### config.mk
export PLATFORM = sky130hd
export DESIGN_NAME = docking_sequence_controller
export DESIGN_NICKNAME = d
export VERILOG_FILES = /design/src/rtl/dsc_pkg.sv /design/src/rtl/docking_sequence_controller.sv /design/src/rtl/dsc_seq.sv
export SDC_FILE = /design/constraint.sdc
export NUM_CORES = 1
export LEC_CHECK = 0
export BUFFER_PORTS_ARGS = -buffer_cell sky130_fd_sc_hd__buf_2
export CAP_MARGIN = 20
export CORE_ASPECT_RATIO = 1.5
export CORE_MARGIN = 8
export CORE_UTILIZATION = 36
export CTS_BUF_LIST = sky130_fd_sc_hd__clkbuf_16
export CTS_CLUSTER_SIZE = 10
export DETAILED_ROUTE_END_ITERATION = 6
export PLACE_DENSITY = 0.53
export SYNTH_ARGS = -nofsm -noshare
export SYNTH_HDL_FRONTEND = slang
export SYNTH_SLANG_ARGS = --single-unit
### constraint.sdc
create_clock -name clk -period 4.15 [get_ports clk]
set_input_delay 1.245 -clock clk [delete_from_list [all_inputs] [get_ports clk]]
set_output_delay 1.245 -clock clk [all_outputs]
set_load 0.1 [all_outputs]
### src/rtl/dsc_pkg.sv
`timescale 1ns / 1ps
`default_nettype none
package dsc_pkg;

  localparam int TIMER_WIDTH = 16;
  localparam int TO_W        = 16;
  localparam int CMP_W       = (TIMER_WIDTH > TO_W) ? TIMER_WIDTH : TO_W;
  localparam logic [TIMER_WIDTH-1:0] TIMER_MAX = '1;

  typedef logic [CMP_W-1:0] cmp_t;

  typedef enum logic [2:0] {
    ST_IDLE       = 3'd0,
    ST_EXTENDING  = 3'd1,
    ST_SOFT       = 3'd2,
    ST_EQUALIZING = 3'd3,
    ST_HARD       = 3'd4,
    ST_RELEASING  = 3'd5
  } seq_state_t;

  typedef enum logic [6:0] {
    CMD_NOOP  = 7'd0,
    CMD_RESET = 7'd1,
    CMD_MATE  = 7'd2,
    CMD_DEMATE = 7'd3,
    CMD_HARD  = 7'd4
  } cmd_code_t;

  typedef enum logic [1:0] {
    ACT_NONE    = 2'd0,
    ACT_EXTEND  = 2'd1,
    ACT_RELEASE = 2'd2,
    ACT_ENGAGE  = 2'd3
  } action_t;

  typedef enum logic [1:0] {
    ALARM_NONE    = 2'd0,
    ALARM_TIMEOUT = 2'd1,
    ALARM_LEAK    = 2'd2
  } alarm_t;

  localparam logic [1:0] LATCH_OPEN   = 2'd0;
  localparam logic [1:0] LATCH_LOCKED = 2'd2;

  // Configuration register indexes
  localparam logic [2:0] CFG_EQUAL_TOL    = 3'd0;
  localparam logic [2:0] CFG_LEAK_THR     = 3'd1;
  localparam logic [2:0] CFG_EXTEND_TO    = 3'd2;
  localparam logic [2:0] CFG_RELEASE_TO   = 3'd3;
  localparam logic [2:0] CFG_EQUALIZE_TO  = 3'd4;
  localparam logic [2:0] CFG_SOFT_CODE    = 3'd5;
  localparam logic [2:0] CFG_RETRACT_CODE = 3'd6;

  localparam logic [14:0] EQUAL_TOL_RST    = 15'd128;
  localparam logic [14:0] LEAK_THR_RST     = 15'd384;
  localparam logic [15:0] EXTEND_TO_RST    = 16'd30;
  localparam logic [15:0] RELEASE_TO_RST   = 16'd30;
  localparam logic [15:0] EQUALIZE_TO_RST  = 16'd120;
  localparam logic [2:0]  SOFT_CODE_RST    = 3'd2;
  localparam logic [2:0]  RETRACT_CODE_RST = 3'd0;

  typedef struct packed {
    logic [14:0]     equal_tol;
    logic [14:0]     leak_thr;
    logic [TO_W-1:0] extend_to;
    logic [TO_W-1:0] release_to;
    logic [TO_W-1:0] equalize_to;
    logic [2:0]      soft_code;
    logic [2:0]      retract_code;
  } dsc_cfg_t;

  // Input item; tdata carries everything but op
  localparam int ITEM_W = 50;
  typedef struct packed {
    logic               op;
    logic [7:0]         latch;
    logic [15:0]        tunnel;
    logic signed [15:0] diff;
    logic [2:0]         collar;
    logic [6:0]         cmd;
  } dsc_item_t;

  // Result body in tdata order, lowest field last; status_valid goes in tuser
  localparam int RES_W = 77;
  typedef struct packed {
    logic [15:0]        rejected_count;
    logic [15:0]        accepted_count;
    logic signed [15:0] difference_echo;
    logic [15:0]        tunnel_echo;
    logic [2:0]         collar_echo;
    logic [1:0]         latch_status;
    logic               seal_ok;
    logic [1:0]         alarm;
    logic [1:0]         action;
    logic [2:0]         sequence_state;
  } dsc_res_body_t;

  typedef struct packed {
    logic          status_valid;
    dsc_res_body_t body;
  } dsc_res_t;

endpackage
`default_nettype wire

### src/rtl/docking_sequence_controller.sv
// Docking-collar sequencer.
// Input channel in_*: one item per handshake. in_tuser[0] says what the item
// is (0 one-second tick with collar telemetry, 1 ground command); in_tdata
// carries command code, collar code, pressure difference, tunnel pressure and
// latch count. Output channel out_*: exactly one result item per input item,
// in order. out_tuser[0] is set on tick results, which carry the status
// record; command results carry only state, action code and counters.
// Configuration: write cfg_wdata into register cfg_addr while cfg_we is high;
// write only while no item is in flight, an unused index is dropped.
// A result reaches out_* through the input register, then the result
// register. Throughput: one item per cycle while out_tready holds, set by
// the combinational state update between the two registers.
// A stalled receiver holds the result register; one further item is still
// taken into the input register, after which in_tready drops until the
// result is taken.
// Reset (synchronous, rst_n low): state idle, timer and both counters cleared,
// configuration back to its defaults, both channels empty.
`timescale 1ns / 1ps
`default_nettype none
module docking_sequence_controller (
  input  wire logic        clk,
  input  wire logic        rst_n,
  // in_tdata: command_code[6:0], collar_code[9:7], pressure_difference[25:10],
  //           tunnel_pressure[41:26], latch_count[49:42], zero pad [55:50]
  input  wire logic [55:0] in_tdata,
  // in_tuser: operation[0]
  input  wire logic [0:0]  in_tuser,
  input  wire logic        in_tvalid,
  output logic             in_tready,
  // out_tdata: sequence_state[2:0], action[4:3], alarm[6:5], seal_ok[7],
  //   latch_status[9:8], collar_echo[12:10], tunnel_echo[28:13],
  //   difference_echo[44:29], accepted_count[60:45], rejected_count[76:61],
  //   zero pad [79:77]
  output logic [79:0]      out_tdata,
  // out_tuser: status_valid[0]
  output logic [0:0]       out_tuser,
  output logic             out_tvalid,
  input  wire logic        out_tready,
  input  wire logic        cfg_we,
  input  wire logic [2:0]  cfg_addr,
  input  wire logic [15:0] cfg_wdata
);

  dsc_pkg::dsc_cfg_t  cfg_r;
  dsc_pkg::dsc_item_t item_r, item_nxt;
  dsc_pkg::dsc_res_t  res_r, res_nxt;
  logic in_valid_r, out_valid_r;
  logic advance, in_take, step_en;

  // Move the result stage whenever its register is empty or being taken
  assign advance   = !out_valid_r || out_tready;
  assign in_tready = !in_valid_r || advance;
  assign in_take   = in_tvalid && in_tready;
  assign step_en   = in_valid_r && advance;

  always_comb begin
    item_nxt.op     = in_tuser[0];
    item_nxt.cmd    = in_tdata[6:0];
    item_nxt.collar = in_tdata[9:7];
    item_nxt.diff   = $signed(in_tdata[25:10]);
    item_nxt.tunnel = in_tdata[41:26];
    item_nxt.latch  = in_tdata[49:42];
  end

  // Configuration registers: tolerance, threshold and code registers keep only their low bits
  always_ff @(posedge clk) begin
    if (!rst_n) begin
      cfg_r.equal_tol    <= dsc_pkg::EQUAL_TOL_RST;
      cfg_r.leak_thr     <= dsc_pkg::LEAK_THR_RST;
      cfg_r.extend_to    <= dsc_pkg::EXTEND_TO_RST;
      cfg_r.release_to   <= dsc_pkg::RELEASE_TO_RST;
      cfg_r.equalize_to  <= dsc_pkg::EQUALIZE_TO_RST;
      cfg_r.soft_code    <= dsc_pkg::SOFT_CODE_RST;
      cfg_r.retract_code <= dsc_pkg::RETRACT_CODE_RST;
    end else if (cfg_we) begin
      case (cfg_addr)
        dsc_pkg::CFG_EQUAL_TOL:    cfg_r.equal_tol    <= cfg_wdata[14:0];
        dsc_pkg::CFG_LEAK_THR:     cfg_r.leak_thr     <= cfg_wdata[14:0];
        dsc_pkg::CFG_EXTEND_TO:    cfg_r.extend_to    <= cfg_wdata;
        dsc_pkg::CFG_RELEASE_TO:   cfg_r.release_to   <= cfg_wdata;
        dsc_pkg::CFG_EQUALIZE_TO:  cfg_r.equalize_to  <= cfg_wdata;
        dsc_pkg::CFG_SOFT_CODE:    cfg_r.soft_code    <= cfg_wdata[2:0];
        dsc_pkg::CFG_RETRACT_CODE: cfg_r.retract_code <= cfg_wdata[2:0];
        default: ;
      endcase
    end
  end

  // Handshake state
  always_ff @(posedge clk) begin
    if (!rst_n) begin
      in_valid_r  <= 1'b0;
      out_valid_r <= 1'b0;
    end else begin
      if (in_tready) in_valid_r <= in_tvalid;
      if (advance) out_valid_r <= in_valid_r;
    end
  end

  // Payload registers: hold the input item, capture the result on a step
  always_ff @(posedge clk) begin
    if (in_take) item_r <= item_nxt;
    if (step_en) res_r <= res_nxt;
  end

  dsc_seq u_seq (
    .clk     (clk),
    .rst_n   (rst_n),
    .step_en (step_en),
    .cfg     (cfg_r),
    .item    (item_r),
    .result  (res_nxt)
  );

  assign out_tvalid = out_valid_r;
  assign out_tuser  = res_r.status_valid;
  assign out_tdata  = {3'b000, res_r.body};

endmodule
`default_nettype wire

### src/rtl/dsc_seq.sv
`timescale 1ns / 1ps
`default_nettype none
module dsc_seq (
  input  wire logic             clk,
  input  wire logic             rst_n,
  input  wire logic             step_en,
  input  wire dsc_pkg::dsc_cfg_t  cfg,
  input  wire dsc_pkg::dsc_item_t item,
  output dsc_pkg::dsc_res_t       result
);

  dsc_pkg::seq_state_t state_r, state_nxt;
  logic [dsc_pkg::TIMER_WIDTH-1:0] timer_r, timer_nxt, timer_inc;
  logic [15:0] acc_r, acc_nxt, rej_r, rej_nxt;

  logic is_tick, seal, leak, ext_to, rel_to, eq_to, at_soft, at_retract;
  dsc_pkg::action_t action;
  dsc_pkg::alarm_t  alarm;

  assign is_tick    = !item.op;
  assign timer_inc  = (timer_r == dsc_pkg::TIMER_MAX) ? timer_r : timer_r + 1'b1;
  assign seal       = item.diff < $signed({1'b0, cfg.equal_tol});
  assign leak       = item.diff > $signed({1'b0, cfg.leak_thr});
  assign ext_to     = dsc_pkg::cmp_t'(timer_inc) > dsc_pkg::cmp_t'(cfg.extend_to);
  assign rel_to     = dsc_pkg::cmp_t'(timer_inc) > dsc_pkg::cmp_t'(cfg.release_to);
  assign eq_to      = dsc_pkg::cmp_t'(timer_inc) > dsc_pkg::cmp_t'(cfg.equalize_to);
  assign at_soft    = item.collar == cfg.soft_code;
  assign at_retract = item.collar == cfg.retract_code;

  // Next state, timer and counters
  always_comb begin
    state_nxt = state_r;
    timer_nxt = timer_r;
    acc_nxt   = acc_r;
    rej_nxt   = rej_r;
    if (is_tick) begin
      timer_nxt = timer_inc;
      case (state_r)
        dsc_pkg::ST_EXTENDING: begin
          if (at_soft || ext_to) begin
            state_nxt = dsc_pkg::ST_SOFT;
            timer_nxt = '0;
          end
        end
        dsc_pkg::ST_EQUALIZING: begin
          if (seal) begin
            state_nxt = dsc_pkg::ST_HARD;
            timer_nxt = '0;
          end
        end
        dsc_pkg::ST_RELEASING: begin
          if (at_retract || rel_to) begin
            state_nxt = dsc_pkg::ST_IDLE;
            timer_nxt = '0;
          end
        end
        default: ;
      endcase
    end else begin
      case (item.cmd)
        dsc_pkg::CMD_NOOP: acc_nxt = acc_r + 1'b1;
        dsc_pkg::CMD_RESET: begin
          acc_nxt = '0;
          rej_nxt = '0;
        end
        dsc_pkg::CMD_MATE: begin
          if (state_r == dsc_pkg::ST_IDLE) begin
            state_nxt = dsc_pkg::ST_EXTENDING;
            timer_nxt = '0;
            acc_nxt   = acc_r + 1'b1;
          end else begin
            rej_nxt = rej_r + 1'b1;
          end
        end
        dsc_pkg::CMD_DEMATE: begin
          if (state_r == dsc_pkg::ST_SOFT || state_r == dsc_pkg::ST_HARD) begin
            state_nxt = dsc_pkg::ST_RELEASING;
            timer_nxt = '0;
            acc_nxt   = acc_r + 1'b1;
          end else begin
            rej_nxt = rej_r + 1'b1;
          end
        end
        dsc_pkg::CMD_HARD: begin
          if (state_r == dsc_pkg::ST_SOFT) begin
            state_nxt = dsc_pkg::ST_EQUALIZING;
            timer_nxt = '0;
            acc_nxt   = acc_r + 1'b1;
          end else begin
            rej_nxt = rej_r + 1'b1;
          end
        end
        default: rej_nxt = rej_r + 1'b1;
      endcase
    end
  end

  // Action and alarm codes
  always_comb begin
    action = dsc_pkg::ACT_NONE;
    alarm  = dsc_pkg::ALARM_NONE;
    if (is_tick) begin
      case (state_r)
        dsc_pkg::ST_EQUALIZING: begin
          if (seal) action = dsc_pkg::ACT_ENGAGE;
          else if (eq_to) alarm = dsc_pkg::ALARM_TIMEOUT;
        end
        dsc_pkg::ST_HARD: begin
          if (leak) alarm = dsc_pkg::ALARM_LEAK;
        end
        default: ;
      endcase
    end else begin
      case (item.cmd)
        dsc_pkg::CMD_MATE: begin
          if (state_r == dsc_pkg::ST_IDLE) action = dsc_pkg::ACT_EXTEND;
        end
        dsc_pkg::CMD_DEMATE: begin
          if (state_r == dsc_pkg::ST_SOFT || state_r == dsc_pkg::ST_HARD)
            action = dsc_pkg::ACT_RELEASE;
        end
        default: ;
      endcase
    end
  end

  always_comb begin
    result                      = '0;
    result.status_valid         = is_tick;
    result.body.sequence_state  = state_nxt;
    result.body.action          = action;
    result.body.alarm           = alarm;
    result.body.accepted_count  = acc_nxt;
    result.body.rejected_count  = rej_nxt;
    if (is_tick) begin
      result.body.seal_ok         = seal;
      result.body.latch_status    = (item.latch != '0) ? dsc_pkg::LATCH_LOCKED
                                                       : dsc_pkg::LATCH_OPEN;
      result.body.collar_echo     = item.collar;
      result.body.tunnel_echo     = item.tunnel;
      result.body.difference_echo = item.diff;
    end
  end

  always_ff @(posedge clk) begin
    if (!rst_n) begin
      state_r <= dsc_pkg::ST_IDLE;
      timer_r <= '0;
      acc_r   <= '0;
      rej_r   <= '0;
    end else if (step_en) begin
      state_r <= state_nxt;
      timer_r <= timer_nxt;
      acc_r   <= acc_nxt;
      rej_r   <= rej_nxt;
    end
  end

endmodule
`default_nettype wire

==> summary.md <==
| Metric | Value |
|---|---|
| Final GP Congestion | `around 0.83` |
| P_leak | `roughly 6.1 nW` |
| Final ANT Viol Nets | `0` |
| Vias in the first global route | `9835` |
| Die W | `170.2 um` |
| Yosys warns | `0` |
| CTS clk-pin slew, worst paths | `0.06 ns` |
| GR Overflow Total | `0` |
| Max-cap viol count | `0` |
| WP data arrival | `between 4 and 5 ns` |
| WHS Path Cells | `2` |
| Cells after synthesis | `between 1000 and 1500` |
| RSZ-0062 raised after global routing | `yes` |
| R2r worst-path depth | `16` |
| DP Cell Count | `between 1500 and 2000` |
| Post-route setup slack | `around 0.22 ns` |
| First-pass GRT wire length | `53880 um` |
| CTS tree | `yes` |
| Initial antenna violation count | `5` |
| Port Buffers | `about 150` |
| Starting Density | `a little over a third` |
| Rows | `84` |
| Wire per inst | `17.39 um` |
| Least-Margin Pin Slew | `slightly above 0.9 ns` |
| Slew Viols, Final | `0` |
| Area of the multi-input gates | `5712 sq um` |
| Final Hold Viols | `0` |
| CORE AREA | `35100 sq um` |
| GRT Total Usage | `~16%` |
| # hold bufs at CTS | `0` |
| Seq/Total Area, Yosys | `around half` |
| Crit. End Element | `register` |
| Clk Latency, worst-skew pair | `a little under 0.6 ns` |
| Nets | `between 1500 and 2000` |
| Io pins | `between 150 and 200` |
| Root buf cell | `clkbuf_16` |
| Fill cell count | `~3500` |
| Register area | `between 6000 and 7000 sq um` |
| Max Clk Rate | `approximately 250 MHz` |
| Status | `finished, final reports clean` |
| Die area | `approximately 42000 sq um` |
| Maximum buffer depth of the clock tree | `3` |
| Period utilization | `between 90% and 100%` |
| Maximum vdd drop | `between 0.3 and 0.4 mV` |
| Slew HR | `about two fifths` |
| Drt pass-1 iters | `5` |
| Synth Flop Type | `dfxtp_1` |
| Post-synthesis register bit count | `~270` |
| Ys async rst share | `0%` |
| Number of synthesized flops with an enable pin | `about 130` |
| Clock sink count | `approximately 270` |
| Layout Cells excl Fill | `1979` |
| DIE HEIGHT | `around 250 um` |
| Fin crit period | `about 3.9 ns` |
| CTS H-Tree Depth | `1` |
| Setup_tns | `0 ns` |
| Syn Std Cell Area | `roughly 13000 sq um` |
| Setup Viol. Count Final | `0` |
| Hold Path Class | `reg -> reg` |
| Share of cells above drive strength 1 | `between 10% and 20%` |
| Vias | `9940` |
| Startpoint Class | `register` |
| Fin Clk Skew | `0.01891 ns` |
| Netlist cell types | `79` |
| Layout area overhead | `17.91%` |
| Residual DRC | `0` |
| CTS Buf Count | `31` |
| DRT Wirelength | `between 30000 and 40000 um` |
| Dpl ws | `between 0.15 and 0.2 ns` |
| Routed vias/inst | `between 5 and 6` |
| Drt initial violations | `~480` |
| CP Max Fanout | `11` |
| Pin count of the biggest net entering global routing | `57` |
| DP Wirelength | `between 20000 and 25000 um` |
| Crit Path Category | `reg -> reg` |
| Pwr dens | `398.6 nW/um^2` |
| Synthesized area per cell | `9.718 sq um` |
| Worst Path Required | `approximately 4.7 ns` |
==> state kept, by name (all words and copies together), names as in the netlist, 3 cells and up <==
name           count
out_tdata         76
u_seq.state_r      3
cfg_r             84
u_seq.rej_r       16
u_seq.acc_r       16
item_r            51
u_seq.timer_r     16
==> report_power, final <==
| group | total, mW | switching (mW) | leakage (nW) | internal [mW] |
|---|---|---|---|---|
| sequential | 2.90 | 0.0518 | 2.33 | 2.85 |
| combinational | 0.704 | 0.540 | 3.30 | 0.164 |
| clock | 2.43 | 1.09 | 0.503 | 1.34 |
| total | 6.03 | 1.68 | 6.13 | 4.35 |
==> routing by layer <==
layer | up-vias | GRT usage [%] | share of wire [%]
met5 | - | 0 | 0.038
met4 | 2 | 5.097 | 2.2
met3 | 52 | 2.474 | 4.1
met2 | 185 | 30.39 | 54
met1 | 4698 | 17.99 | 40
li1 | 5003 | - | -
==> final cells by class <==
| cell class | count | area share [%] |
|---|---|---|
| well taps | 473 | 3.910 |
| diodes | 4 | 0.06613 |
| clock buffers | 31 | 5.125 |
| multi-input cells | 910 | 37.73 |
| inverters | 88 | 2.199 |
| repair buffers | 183 | 6.712 |
| flip-flops and latches | 265 | 43.52 |
| clock inverters | 25 | 0.7357 |
==> worst max-delay path: stages, from the launching register on <==
cell and delay (ns):
dfxtp_2 0.35, ha_2 0.20, nand3_2 0.12, and4bb_4 0.34, buf_4 0.19, nor3_1 0.07
xor2_1 0.42, ha_1 0.35, nand4_1 0.16, inv_1 0.06, o21ai_0 0.24, o2111ai_2 0.26
o311ai_4 0.39, a21oi_4 0.15, buf_4 0.16, o31ai_1 0.23, a22o_1 0.15
==> cell usage after synthesis, types with 18 or more instances <==
master	n	area (sq um)
nand2_1	215	807.0
dfxtp_1	137	2743
edfxtp_1	128	3844
a21oi_1	119	595.6
inv_1	86	322.8
ha_1	77	963.4
nor2_1	61	229.0
o21ai_0	54	270.3
clkbuf_1	45	168.9
nor2b_1	45	281.5
nand3_1	41	205.2
a21o_1	25	187.7
nand2b_1	19	118.9
nand4_1	19	118.9
and3_1	18	112.6
o211ai_1	18	135.1
==> stage by stage <==
stage | util (%) | hold WS (ns) | total power [mW] | cell area, sq um
finish | 43.12 | 0.4525 | 6.034 | 15140
floorplan | - | 0.4363 | 3.475 | 12850
global placement | 40.40 | 0.4410 | 3.659 | 14180
detailed placement | 40.42 | 0.4477 | 3.670 | 14190
CTS | 42.95 | 0.4553 | 6.136 | 15080
global route | 43.11 | 0.4712 | 6.289 | 15130
==> worst paths after layout <==
check | from | endpoint | slack [ns]
max | u_seq.timer_r[1] | u_seq.timer_r[3] | 0.22
min | cfg_r[44] | cfg_r[44] | 0.45
min reg2reg | cfg_r[44] | cfg_r[44] | 0.45
max reg2reg | u_seq.timer_r[1] | u_seq.timer_r[3] | 0.22
==> layout by cell type (no fill, tap or decap), drive strengths merged, types with 45 or more instances in the layout <==
cell and instances:
edfxtp 128, inv 107, ha 77, a21oi 120, dfxtp 137, o21ai 57, nor2 63, nand2 215
buf 183, nor2b 45
==> kinds of logic (layout without fill, tap and decap cells) <==
group | after synthesis | in the layout | share of synthesized area, %
AO/OA/AOI/OAI | 313 | 313 | 15.77
flip-flops | 265 | 265 | 51.31
multiplexers | 11 | 11 | 0.9064
adder cells (fa/ha/maj) | 77 | 77 | 7.505
buffers and inverters | 149 | 327 | 4.620
other | 1 | 8 | 0.02921
XOR/XNOR | 18 | 18 | 1.462
AND/OR/NAND/NOR | 487 | 487 | 18.40
==> repair_timing <==
action                     4_1_cts  5_1_grt
setup endpoints to repair        0       19
resized for setup                0       10
buffers inserted                 0        1
(Power assumes the default switching activity.)
